==> config.mk <==
export PLATFORM = sky130hd
export DESIGN_NAME = rtru_region_eval
export DESIGN_NICKNAME = d
export VERILOG_FILES = /design/src/rtru_pkg.sv /design/src/rtru_region_eval.sv
export SDC_FILE = /design/constraint.sdc
export NUM_CORES = 1
export LEC_CHECK = 0
export BUFFER_PORTS_ARGS = -buffer_cell sky130_fd_sc_hd__buf_2
export CORE_MARGIN = 2
export CORE_UTILIZATION = 51
export DETAILED_ROUTE_END_ITERATION = 16
export PLACE_DENSITY = 0.82
export SYNTH_ARGS = -nofsm -noshare
export SYNTH_HDL_FRONTEND = slang
export SYNTH_SLANG_ARGS = --single-unit
==> constraint.sdc <==
create_clock -name vclk -period 2.3
set_input_delay 0.345 -clock vclk [all_inputs]
set_output_delay 0.345 -clock vclk [all_outputs]
set_load 0.01 [all_outputs]
==> src/rtru_pkg.sv <==
// Shared types and constants for the region table range unmap unit.
// No dependencies; used by every module under src but rtru_ram.
package rtru_pkg;

   localparam int TABLE_DEPTH_DEFAULT = 64;
   localparam int ADDR_BITS_DEFAULT   = 48;
   localparam int PROT_W              = 3;

   // request codes; code 3 is unused and only answers the count
   typedef enum logic [1:0] {
      REQ_TRACK = 2'd0,
      REQ_UNMAP = 2'd1,
      REQ_READ  = 2'd2
   } req_code_type;

   typedef enum logic [1:0] {
      ST_IDLE,
      ST_WALK,
      ST_APPEND,
      ST_READ
   } state_type;

   // how one stored region relates to the range being removed
   typedef struct packed {
      logic hit;   // region and range overlap
      logic head;  // part of the region lies below the range
      logic tail;  // part of the region lies above the range
   } region_class_type;

endpackage

==> src/rtru_region_eval.sv <==
// Classifies one stored region [base, lim) against the unmap range [lo, hi).
// Depends on rtru_pkg.
module rtru_region_eval #(
   parameter int ADDR_BITS = rtru_pkg::ADDR_BITS_DEFAULT
) (
   input  logic [ADDR_BITS-1:0]       range_lo,
   input  logic [ADDR_BITS:0]         range_hi,
   input  logic [ADDR_BITS-1:0]       region_base,
   input  logic [ADDR_BITS:0]         region_lim,
   output rtru_pkg::region_class_type cls
);

   logic [ADDR_BITS:0] lo_ext;
   logic [ADDR_BITS:0] base_ext;

   assign lo_ext   = {1'b0, range_lo};
   assign base_ext = {1'b0, region_base};

   always_comb begin
      cls.hit  = !((lo_ext >= region_lim) || (range_hi <= base_ext));
      cls.head = region_base < range_lo;
      cls.tail = range_hi < region_lim;
   end

endmodule

* Word-level counts from Yosys, hierarchy flattened *
Cells that the tools add are included.

word-level totals
  flip-flop bits (word level) = 0
  bits of input ports = 194
  output and inout port bits = 3

operators by class
  reduce and logical (&&, ||, !) cells = 2
  $lt $le $gt $ge = 4

operators with widths
  kind                number
  $ge A48 B49 Y1      1
  $le A49 B48 Y1      1
  $lt A49 B49 Y1      1
  $lt A48 B48 Y1      1
  $logic_not A1 Y1    1
  $logic_or A1 B1 Y1  1

* Logic depth before layout (Yosys ltp) *
  depth after elaboration = 3
  gate-level depth with buffers = 9
  gate-level depth less buffers = 9

* Worst setup path before layout *
Ideal clock, no wire load.

  path type = input-to-output
  start = input range_lo[9]
  end = output cls[1] (netlist bit)
  path buffers = 0
  data arrival time = 1.870 ns
  required time = 1.955 ns
  cell stages on the path = 9
  slack = 0.085 ns
  path through = inv_1 -> ha_1 -> a21oi_2 -> nor2_1 -> a2111oi_2 -> o21ai_1 -> a221oi_2 -> o31ai_1 -> a31oi_1

RTL lines
  element      RTL line                RTL
  from (decl)  rtru_region_eval.sv:6   input logic [ADDR_BITS-1:0] range_lo,
  to (decl)    rtru_region_eval.sv:10  output rtru_pkg::region_class_type cls

==> metrics list <==
- Outcome: finished, violations left
- The final reports fail on negative setup slack.
- In this run the cell area of the synthesized design comes to approximately 4600 µm².
* Type of destination of the critical path: output pin
- For this run, global-route usage on met2 was measured as 0.658.
* Flip-flop and latch count: 0
- The number of nets handed over by synthesis was approximately 1000.
- The critical path in this run is classified as primary input to output pin.
* Worst vdd ir: around 0.00010 V
- After detailed routing, the total wire length is between 15 and 20 mm.
* Final estimated routing congestion in global placement: around 0.94
- Counting instances, the worst hold path has a depth of 5.
- Min-delay src: range_hi[48]
- Compared with the post-synthesis result, the final layout area differs by 55.6%.
- Aggregate global-route resource usage: 0.332
- For this configuration, the core starts out at a cell density of 0.526.
- At the pin with the least slew margin, the transition time is 0.390 ns.
- With fillers left out, the area of the finished cells amounts to between 7000 and 8000 µm².
- Crit-path max FO: 2
- The first global-routing pass estimated about 27 mm of wire.
- Initial antenna violation count: 0
* Data required time at the worst endpoint: 1.96 ns
- Antenna cell count: 0
- Most Crowded Layer GR: met2
- Fill cells in the final layout number approximately 590.
- Worst Setup Slack, final: -0.125 ns
- Setup violations remaining at the end of the flow were counted as 2.
- Once layout is complete, the utilization of the core stands at 0.819.
- In the finished layout, the clock tree contains a buffer count of 0.
- Dividing the detail-routed via count by the number of cells gives about 5.6.
* Max-cap violations: 0
* Overall die area: just under 10000 µm²
- In the final layout, the multi-input gates occupy approximately 4500 µm².
* Number of nets still failing antenna checks after routing: 0
- Final Critical Period: between 2 and 2.5 ns
- The number of endpoints with negative hold slack in the final report is 0.
- Core ar.: about 8700 µm²
* Number of detailed-routing iterations run before antenna repair: 6
- The number of pins with negative max-slew slack in the final report is 0.
* Period utilization: 1.05
- Via count of the first global-routing pass: between 6000 and 7000
- Port buffering added 197 buffers.
- The share of the Yosys chip area taken by registers is 0.
* Worst setup SP type: primary input
- For met1 alone, demand over resource in global routing was 0.371.
- Top Ports: roughly 200
* Area post-placement: about 6500 µm²
- Mapped Cells: 622
* Total grt overflow: 0
- On the worst path, the slowest cell contributes a delay of ~0.34 ns.
- Worst setup timing slack at the placement stage: -0.324 ns
- Across the whole layout, storage elements account for 0 µm².
- Max stage delay cell, worst path: sky130_fd_sc_hd__nor4_4
* End of the worst hold path: cls[0]
- The final layout contains 1317 nets.
- For this run, design rule violations remaining after detail routing come to 0.
- The floorplan step set the die width to between 90 and 100 µm.
* Overall via count from detail_route: about 5800
* Slew HR: 0.738
- The signal on the critical path passes through buf_6 > inv_2 > ha_4 > nand4_1 > nor4_4 > and4b_1 > nand3_2 > o211ai_1 > a211o_1 > a211oi_2 > buf_4.
- In the global route stage, met3 resource usage came out at 0.0277.
- After clock tree synthesis, the flow added hold-fix buffers numbering 0.
* Initial detailed-routing violation count: 186
* Min-Delay Path Class: primary input to output pin
- In the final layout, the share of cells above drive strength 1 is 0.415.
- The average instance in the mapped netlist occupies about 7.4 µm².
* Total of warnings raised by yosys: 0
- Derived from the worst setup path, the maximum achievable clock frequency is 412 MHz.
- Cell leakage power: about 0.0042 µW
* Count of different cell masters after synthesis: 35
- Maximum number of pins on one net before global-route repair: 4
- Final routed wire length divided by cell count: around 16 µm
* Unrepaired setup endpoints after global routing: yes
- In this run the power density over the cells is 187 nW/µm².
* Data arrival at the endpoint of the critical path: around 2.1 ns
- Once detailed placement completed, the half-perimeter wirelength came to roughly 14 mm.
- Placement row count: 34
- The floorplan step set the die height to between 90 and 100 µm.
## critical path, delay by kind of cell
family,cells,cell delay [ns]
simple gates,4,0.92
fa+ha+maj,1,0.25
buf+inv,3,0.28
compound gates,3,0.27
## repair_timing
action | CTS | global route
setup buffers | 4 | 2
setup endpoints to repair | 3 | 3
pin swaps | 40 | 18
resized for setup | 92 | 23
hold endpoints to repair | 0 | 0
## cells by family (layout without fill, tap and decap cells)
logic type               after synthesis  count (layout)  share of synthesized area
AO/OA/AOI/OAI                        153             153                      0.211
adder cells (fa/ha/maj)              191             191                      0.521
buffers and inverters                144             452                      0.118
AND/OR/NAND/NOR                      134             134                      0.151
## layout make-up
type                            count  share of cell area
Tap cell                          108              0.0189
Multi-Input combinational cell    478               0.632
Inverter                          144              0.0771
Timing Repair Buffer              308               0.272
## per-stage QoR
step	cells	TNS (ns)	power [µW]	hold slack [ns]
2_1_floorplan	622	0	583	0.953
3_3_place_gp	1032	-0.732	1080	1.24
3_5_place_dp	1032	-0.868	1140	1.25
4_1_cts	1036	-0.214	1260	1.27
5_1_grt	1038	-0.521	1480	1.29
6_report	1038	-0.213	1340	1.27
## layer usage
layer / share of wire / up-vias
li1: - / 2866
met1: 0.39 / 2680
met3: 0.058 / 49
met5: 0 / -
met2: 0.52 / 251
met4: 0.031 / 0
## cells in the final DEF (no fill, tap or decap), drive strengths merged, types with 3 or more instances in the layout
master	instances
ha	191
a211oi	12
a31oi	3
o21ai	25
nand4	34
nor3	7
o211ai	5
nor2	21
o31ai	4
nand3	19
inv	144
a21oi	64
nand2	33
buf	308
a221oi	3
nor2b	6
a21o	29
nor4	5
## Yosys cell counts (3+ instances only)
| master | number | area share |
|---|---|---|
| sky130_fd_sc_hd__o211ai_1 | 5 | 0.0082 |
| sky130_fd_sc_hd__o21ai_1 | 6 | 0.0065 |
| sky130_fd_sc_hd__a21oi_1 | 63 | 0.069 |
| sky130_fd_sc_hd__nor3_1 | 7 | 0.0076 |
| sky130_fd_sc_hd__a21o_1 | 29 | 0.047 |
| sky130_fd_sc_hd__o21ai_0 | 19 | 0.021 |
| sky130_fd_sc_hd__nand4_1 | 34 | 0.046 |
| sky130_fd_sc_hd__nor2b_1 | 6 | 0.0082 |
| sky130_fd_sc_hd__a31oi_1 | 3 | 0.0041 |
| sky130_fd_sc_hd__nand2_1 | 33 | 0.027 |
| sky130_fd_sc_hd__nor2_1 | 21 | 0.017 |
| sky130_fd_sc_hd__nand3_1 | 19 | 0.021 |
| sky130_fd_sc_hd__ha_1 | 191 | 0.52 |
| sky130_fd_sc_hd__a211oi_1 | 10 | 0.016 |
| sky130_fd_sc_hd__o31ai_1 | 3 | 0.0049 |
| sky130_fd_sc_hd__nor4_1 | 4 | 0.0055 |
| sky130_fd_sc_hd__inv_1 | 144 | 0.12 |
## worst max path at each step
stage / from / slack [ns] / to / cells past startpoint
2_1_floorplan: range_lo[9] / 0.08 / cls[1] / 9
3_3_place_gp: range_lo[9] / -0.31 / cls[1] / 11
3_5_place_dp: region_base[42] / -0.32 / cls[2] / 11
4_1_cts: region_base[43] / -0.12 / cls[2] / 11
5_1_grt: region_lim[31] / -0.26 / cls[2] / 10
6_report: region_base[35] / -0.12 / cls[2] / 11
## power breakdown
part	switching (µW)	leakage, µW	internal [µW]
sequential	0	0	0
clock	0	0	0
combinational	654	0.00423	684
total	654	0.00423	684
(Power assumes the default switching activity.)
