===== src/rtru_ram.sv =====
// Generic simple dual-port RAM: one write port, one read port, registered read.
// No dependencies.
module rtru_ram #(
   parameter int WIDTH = 8,
   parameter int DEPTH = 64
) (
   input  logic                     clock,
   input  logic                     wr_en,
   input  logic [$clog2(DEPTH)-1:0] wr_addr,
   input  logic [WIDTH-1:0]         wr_data,
   input  logic [$clog2(DEPTH)-1:0] rd_addr,
   output logic [WIDTH-1:0]         rd_data
);

   logic [WIDTH-1:0] mem_ff [DEPTH];
   logic [WIDTH-1:0] rd_data_ff;

   always_ff @(posedge clock) begin
      if (wr_en) begin
         mem_ff[wr_addr] <= wr_data;
      end
      rd_data_ff <= mem_ff[rd_addr];
   end

   assign rd_data = rd_data_ff;

endmodule


===== config.mk =====
export PLATFORM = sky130hd
export DESIGN_NAME = rtru_ram
export DESIGN_NICKNAME = d
export VERILOG_FILES = /design/src/rtru_ram.sv
export SDC_FILE = /design/constraint.sdc
export NUM_CORES = 1
export LEC_CHECK = 0
export ABC_AREA = 1
export BUFFER_PORTS_ARGS = -buffer_cell sky130_fd_sc_hd__buf_2
export CAP_MARGIN = 10
export CORE_MARGIN = 5
export CORE_UTILIZATION = 55
export DETAILED_ROUTE_END_ITERATION = 16
export PLACE_DENSITY = 0.67
export SLEW_MARGIN = 0
export SYNTH_ARGS = -nofsm -noshare
export SYNTH_HDL_FRONTEND = slang
export SYNTH_SLANG_ARGS = --single-unit

===== constraint.sdc =====
create_clock -name clock -period 2.85 [get_ports clock]
set_clock_uncertainty 0.15 [all_clocks]
set_input_delay 0.285 -clock clock [delete_from_list [all_inputs] [get_ports clock]]
set_output_delay 0.285 -clock clock [all_outputs]
set_load 0.02 [all_outputs]

======== Word-level counts from Yosys, hierarchy flattened ========
Memories as Yosys holds them, arrays and structs flattened. A register that Yosys moved wholly into a read port is not among the register bits.
Cells that the tools add are included.
operators by class
  $add $sub $neg .......................... 0
  multiplexer cells ....................... 2
  shift operators ......................... 0
  $mul .................................... 0
  reduce and logical (&&, ||, !) cells .... 0
  magnitude comparators ................... 0
  divide/modulo/power cells ............... 0
  eq/ne operators ......................... 0
  bitwise operators ....................... 0
operators by type and width
  operator          number
  1-bit 2-to-1 mux  2
storage, ports and cells
  RAM bits ................................ 512
  output and inout bits ................... 8
  register bits ........................... 0
  bits in latches ......................... 0
  bits of input ports ..................... 22
  ROM bits ................................ 0
  memories ................................ 1
  word-level logic and storage cells ...... 3
memories
  name    depth  bits a word  rd ports  clocked after memory_dff  wr ports  RTL line  text
  mem_ff  64     8            1         1                         1         15        logic [WIDTH-1:0] mem_ff [DEPTH];

======== Depth between registers and ports, before layout ========
Gate-level depths: netlist (run 1).
  depth after elaboration ................. 2
  mapped depth ............................ 12
  mapped depth without buffers ............ 9

======== Worst setup path after synthesis (run 1) ========
Ideal clock, no wire load.
  kind .................................... input to register
  from .................................... in wr_en
  to ...................................... mem mem_ff[48][0], enable pin
  path slack .............................. 0.649 ns
  required time ........................... 2.305 ns
  buffers on the path ..................... 1
  arrival ................................. 1.656 ns
  stages on the path ...................... 3
  library setup time ...................... 0.395 ns
  path through ............................ clkbuf_1 > nand4_1 > nor4_1
between the ends
  word-level cells in the longest chain between the ends .. 2
ends and longest elaborated chain
  item                                    RTL line  text
  start: declaration                      8         input logic wr_en,
  1-bit 2-to-1 mux                        19        if (wr_en) begin
  1-bit 2-to-1 mux (not written as such)  20        mem_ff[wr_addr] <= wr_data;
  end: declaration                        15
Every way passes these cells.

======== Worst setup path after layout (run 1) ========
  from .................................... in wr_addr[1]
  to ...................................... mem mem_ff[13][3], enable pin
RTL lines
  item                RTL line  text
  start: declaration  9         input logic [$clog2(DEPTH)-1:0] wr_addr,
No word-level cell before the write port.

==> impl_metrics.json, run 1 <==
{
  "status": "complete, no violations",
  "vias_per_cell": 5.77,
  "synth_edf_count": 512,
  "regArea_um2": 15500,
  "tritoncts": "built",
  "cts.htree.levels": 2,
  "p_leak_nw": 8.80,
  "routabilityCongestion": 0.883,
  "clock_latency_ps": 580,
  "syn2layout_area_growth_pct": 12.3,
  "yosysWarnings": 0,
  "ys.flop_type": "edfxtp_1",
  "dp_hpwl_um": 31400,
  "port_buffers": 29,
  "initial_utilization": 0.553,
  "worstSetupEndpointType": "register",
  "ctsRootBufferMaster": "clkbuf_16",
  "drv_slew": 0,
  "tns_ps": 0,
  "post_drt_wl_per_cell_um": 21.8,
  "synthTopCellsByCount": "648 x nand2_1, 512 x edfxtp_1, 439 x nand3_1",
  "cts-resized-gates": 0,
  "rrSetupSlack_ps": 1320,
  "cp_max_fo": 9,
  "top_layer": "met4",
  "cts.clk_slew.worst_paths_ps": 60,
  "crit_required_ps": 2890,
  "die_w_um": 207,
  "grt_max_degree": 81,
  "fill_cells": 3033,
  "ant_nets": 0,
  "core.rowCount": 72,
  "hold_path_end": "mem_ff[54][6]",
  "synthTopCellsByArea": "edfxtp_1 72%, nand2_1 11%, nand3_1 10%",
  "grtUsageTotal": 0.252,
  "dieArea_um2": 42800,
  "cp.arrival_ps": 1740,
  "yosysSeqAreaShare": 0.728,
  "nets": 1903,
  "synth_top_family_by_area": "simple AND/OR/NAND/NOR gates",
  "grt_first_pass_wirelength_um": 81500,
  "cts_buffer_depth": 3,
  "hold_path_depth": 1,
  "cts_buffers": 51,
  "vdd_drop_max_mv": 0.547,
  "min_from": "wr_data[6]",
  "synth_fa_ha_area_frac": 0,
  "vias": 14100,
  "firstDrtPassIters": 7,
  "synth-xor-area-share": 0,
  "die_y_um": 207,
  "grt_overflow": 0,
  "multi_input_area_um2": 4950,
  "dr.first_iter.drc_count": 1548,
  "netlist_area_um2": 21300,
  "synth_mux_area_frac": 0,
  "antenna_cells": 0,
  "grt_pass1_vias": 13700,
  "fmaxAchievable_mhz": 590,
  "layout-drive-gt1-share": 0.109,
  "grt_antenna_before_repair": 0,
  "syn_avg_cell_area_um2": 11.8,
  "synthSimpleGateAreaFrac": 0.232,
  "boundaryPins": 30,
  "reg2regPathDepth": 8,
  "synth_top_area_share": 0.720,
  "synth_compound_area_frac": 0,
  "rsz0062_at_grt": "no",
  "max_slew_margin": 0.354,
  "maxCapViolCount": 0,
  "hold_path.class": "input pin to register",
  "ys_types": 16,
  "met3_length_um": 3980,
  "reg2reg_to": "rd_data[3]",
  "ys_seq_elements": 520,
  "route.met2.wl_um": 25200,
  "power_mw": 16.2,
  "route.detailed.drc": 0,
  "wl_um": 53300,
  "synth_fp_nets": 1827,
  "startpoint_type": "input pin",
  "wl_met1_um": 22500,
  "critical_path_class": "input pin to register",
  "setup-violations-final": 0,
  "synth_cells": 1805,
  "tightest_slew_ps": 965,
  "finalCritPeriodShare": 0.594,
  "hold_viol": 0,
  "r2r_start": "mem_ff[39][3]",
  "synth_most_common_cell": "nand2_1",
  "synth_area_leader_cell": "edfxtp_1",
  "synth-async-reset-ratio": 0,
  "power.density_nw_per_um2": 676,
  "coreArea_um2": 38600,
  "clock-sinks": 520,
  "period_needed_ps": 1690
}
timing repair:
action / CTS / global route
buffers inserted: 0 / 0
endpoints found under the hold margin: 5 / 0
hold buffers: 1 / 0
setup endpoints to repair: 0 / 0
through the flow:
step / hold WS (ps) / util / cell area, um2 / setup slack, ps / instances
2_1_floorplan: 234 / - / 21300 / 649 / 1805
3_3_place_gp: 576 / 0.578 / 22300 / 623 / 2345
3_5_place_dp: 569 / 0.578 / 22300 / 608 / 2345
4_1_cts: 36.5 / 0.621 / 24000 / 1150 / 2441
5_1_grt: 49.3 / 0.621 / 24000 / 1050 / 2441
6_report: 55.6 / 0.621 / 24000 / 1160 / 2441
where the power goes:
group	total [mW]	internal (mW)	switching (mW)
Sequential	8.49	8.46	0.0270
Clock	6.67	3.92	2.75
Combinational	1.03	0.270	0.756
cells in the final DEF, fill, tap and decap left out:
| cell | netlist | final |
|---|---|---|
| nand4_1 | 9 | 9 |
| buf_6 | 35 | 1 |
| nand2_1 | 648 | 648 |
| nor2_1 | 56 | 56 |
| buf_4 | 14 | 94 |
| inv_1 | 10 | 9 |
| inv_4 | 0 | 1 |
| clkbuf_1 | 15 | 9 |
| nor4_1 | 8 | 8 |
| dfxtp_1 | 8 | 8 |
| nand3_1 | 439 | 439 |
| edfxtp_1 | 512 | 512 |
| buf_2 | 37 | 27 |
| inv_2 | 1 | 1 |
| clkbuf_16 | 0 | 53 |
| inv_6 | 1 | 1 |
| dlygate4sd3_1 | 0 | 1 |
| bufinv_16 | 0 | 6 |
| clkinv_1 | 0 | 14 |
| buf_12 | 0 | 13 |
| clkinv_2 | 0 | 13 |
routing by layer:
metal / track usage / vias up
met5: 0 / -
met4: 0.0840 / 0
met3: 0.0383 / 96
met2: 0.398 / 606
met1: 0.366 / 6883
li1: - / 6509
flip-flops by register name, summed over array words and instances, names as in the netlist:
signal,flops
mem_ff,512
rd_data,8
kinds of logic (layout without fill, tap and decap cells):
family	after synthesis	in the layout
flops	520	520
simple gates	1160	1160
buf+inv	125	243
critical path: stages:
cell and delay, ps:
buf_2 160, inv_1 190, nand4_1 120, buf_4 230, nor2_1 750
worst max-delay path by stage:
stage                     cells after the start             to  slack [ps]        from
after CTS                                     1     rd_data[1]        1150  rd_data[1]
after global routing                         11     rd_data[4]        1050  rd_addr[0]
after global placement                       11     rd_data[1]         620  rd_addr[0]
after detailed placement                     11     rd_data[4]         610  rd_addr[0]
final                                         5  mem_ff[13][3]        1160  wr_addr[1]
after floorplan                               3  mem_ff[48][0]         650       wr_en
area by class of cell:
class / instances / area share
Inverter: 12 / 0.00219
Clock inverter: 33 / 0.0124
Tap cell: 518 / 0.0270
Timing Repair Buffer: 136 / 0.0468
Sequential cell: 520 / 0.648
Clock buffer: 62 / 0.0568
Multi-Input combinational cell: 1160 / 0.206
No activity file was read; power rests on OpenSTA's default activity.
==> run 2: changes to the inputs <==
clock period = 1.6 ns   (was 2.85 ns; I/O delays follow)
==> impl_metrics.json, run 2 (same netlist as run 1, synthesis figures left out) <==
{
  "drv_slew": 0,
  "path_buf_inv": 1,
  "rsz0062_at_grt": "no",
  "dp_hpwl_um": 33000,
  "die_y_um": 207,
  "ant_nets": 0,
  "routabilityCongestion": 0.846,
  "largest_register_ffs": 512,
  "critPathLaunch": "rd_data[1]",
  "cts.htree.levels": 2,
  "boundaryPins": 30,
  "r2r_start": "mem_ff[58][3]",
  "grtUsageTotal": 0.256,
  "crit_path_top_delay_cell": "dfxtp_1",
  "status": "complete, no violations",
  "mostFrequentLayoutCells": "648 x nand2_1, 512 x edfxtp_1, 439 x nand3_1",
  "core.rowCount": 72,
  "coreArea_um2": 38600,
  "post_drt_wl_per_cell_um": 21.4,
  "tightest_slew_ps": 1020,
  "min_from": "wr_addr[3]",
  "cpPeakStageDelay_ps": 400,
  "maxCapViolCount": 0,
  "setup-violations-final": 0,
  "finalCritPeriodShare": 0.958,
  "dieArea_um2": 42800,
  "firstDrtPassIters": 6,
  "cts_buffer_depth": 3,
  "wl_um": 53800,
  "placedInstanceArea_um2": 23300,
  "final_cells": 2512,
  "dp.cells": 2407,
  "grt_antenna_before_repair": 0,
  "initial_utilization": 0.553,
  "crit_family": "flip-flops",
  "antenna_cells": 0,
  "period_needed_ps": 1530,
  "vdd_drop_max_mv": 0.959,
  "path_depth": 1,
  "cts_buffers": 52,
  "worst_hold_slack_ps": 107,
  "hold_path.class": "input pin to register",
  "fin_area_um2": 25100,
  "cts-resized-gates": 0,
  "clock-sinks": 520,
  "dr.first_iter.drc_count": 1434,
  "grt_overflow": 0,
  "grt_max_degree": 65,
  "critical_path_class": "register to output port",
  "postCtsSetupBuffers": 0,
  "max_slew_margin": 0.320,
  "layout-drive-gt1-share": 0.154,
  "p_leak_nw": 9.24,
  "die_w_um": 207,
  "vias_per_cell": 5.67,
  "ctsRootBufferMaster": "clkbuf_16",
  "tritoncts": "built",
  "syn2layout_area_growth_pct": 17.5,
  "hold_viol": 0,
  "path_cells": "buf_2",
  "hold_path_depth": 3,
  "vias": 14200,
  "crit_required_ps": 1290,
  "final_common_cell": "nand2_1",
  "port_buffers": 29,
  "cp_max_fo": 1,
  "cts.clk_slew.worst_paths_ps": 60,
  "grt_pass1_vias": 14000,
  "reg2regPathDepth": 8,
  "hold_buffers": 11,
  "grt_first_pass_wirelength_um": 82300,
  "clock_latency_ps": 600,
  "route.detailed.drc": 0,
  "cp.arrival_ps": 1220,
  "fmaxAchievable_mhz": 653,
  "worstSetupEndpointType": "output port",
  "startpoint_type": "register",
  "power.density_nw_per_um2": 1170,
  "nets": 1976,
  "largest_register": "mem_ff"
}
[run 2: per-layer routing]
layer	vias to the layer above	track usage	routed length (um)	part of all wire
met5	-	0	0	0
met4	0	0.0822	1620	0.030
met3	116	0.0476	4520	0.084
met2	626	0.421	26000	0.48
met1	6841	0.351	21700	0.40
li1	6654	-	-	-
[run 2: worst reg2reg max path, delay by kind of cell (launching register included)]
| kind | cells | cell delay [ps] |
|---|---|---|
| flops | 1 | 350 |
| simple gates | 8 | 830 |
[run 2: per-stage QoR]
step / TNS (ps) / util / power [mW] / setup WS [ps]
floorplan: -48570 / - / 16.5 / -263
global placement: -23950 / 0.604 / 17.4 / -346
detailed placement: -28430 / 0.604 / 17.5 / -364
CTS: 0 / 0.651 / 29.6 / 51.0
global route: 0 / 0.651 / 30.3 / 29.5
finish: 0 / 0.651 / 29.4 / 67.5
[run 2: power breakdown]
group          internal, mW  switching [mW]
Combinational         0.676            1.41
Sequential             15.1          0.0547
Clock                  7.20            5.01
Total                  23.0            6.48
[run 2: cell type report]
type / instances / area [um2]
Clock buffer: 68 / 1380
Fill cell: 2840 / 13500
Timing Repair Buffer: 208 / 2000
Inverter: 12 / 71.3
Clock inverter: 26 / 309
Multi-Input combinational cell: 1160 / 5140
Sequential cell: 520 / 15500
Tap cell: 518 / 648
[run 2: worst paths after layout]
kind             endpoint  slack (ps)
min reg2reg    rd_data[0]         700
max reg2reg    rd_data[3]         180
min          mem_ff[8][6]         110
max            rd_data[1]          70
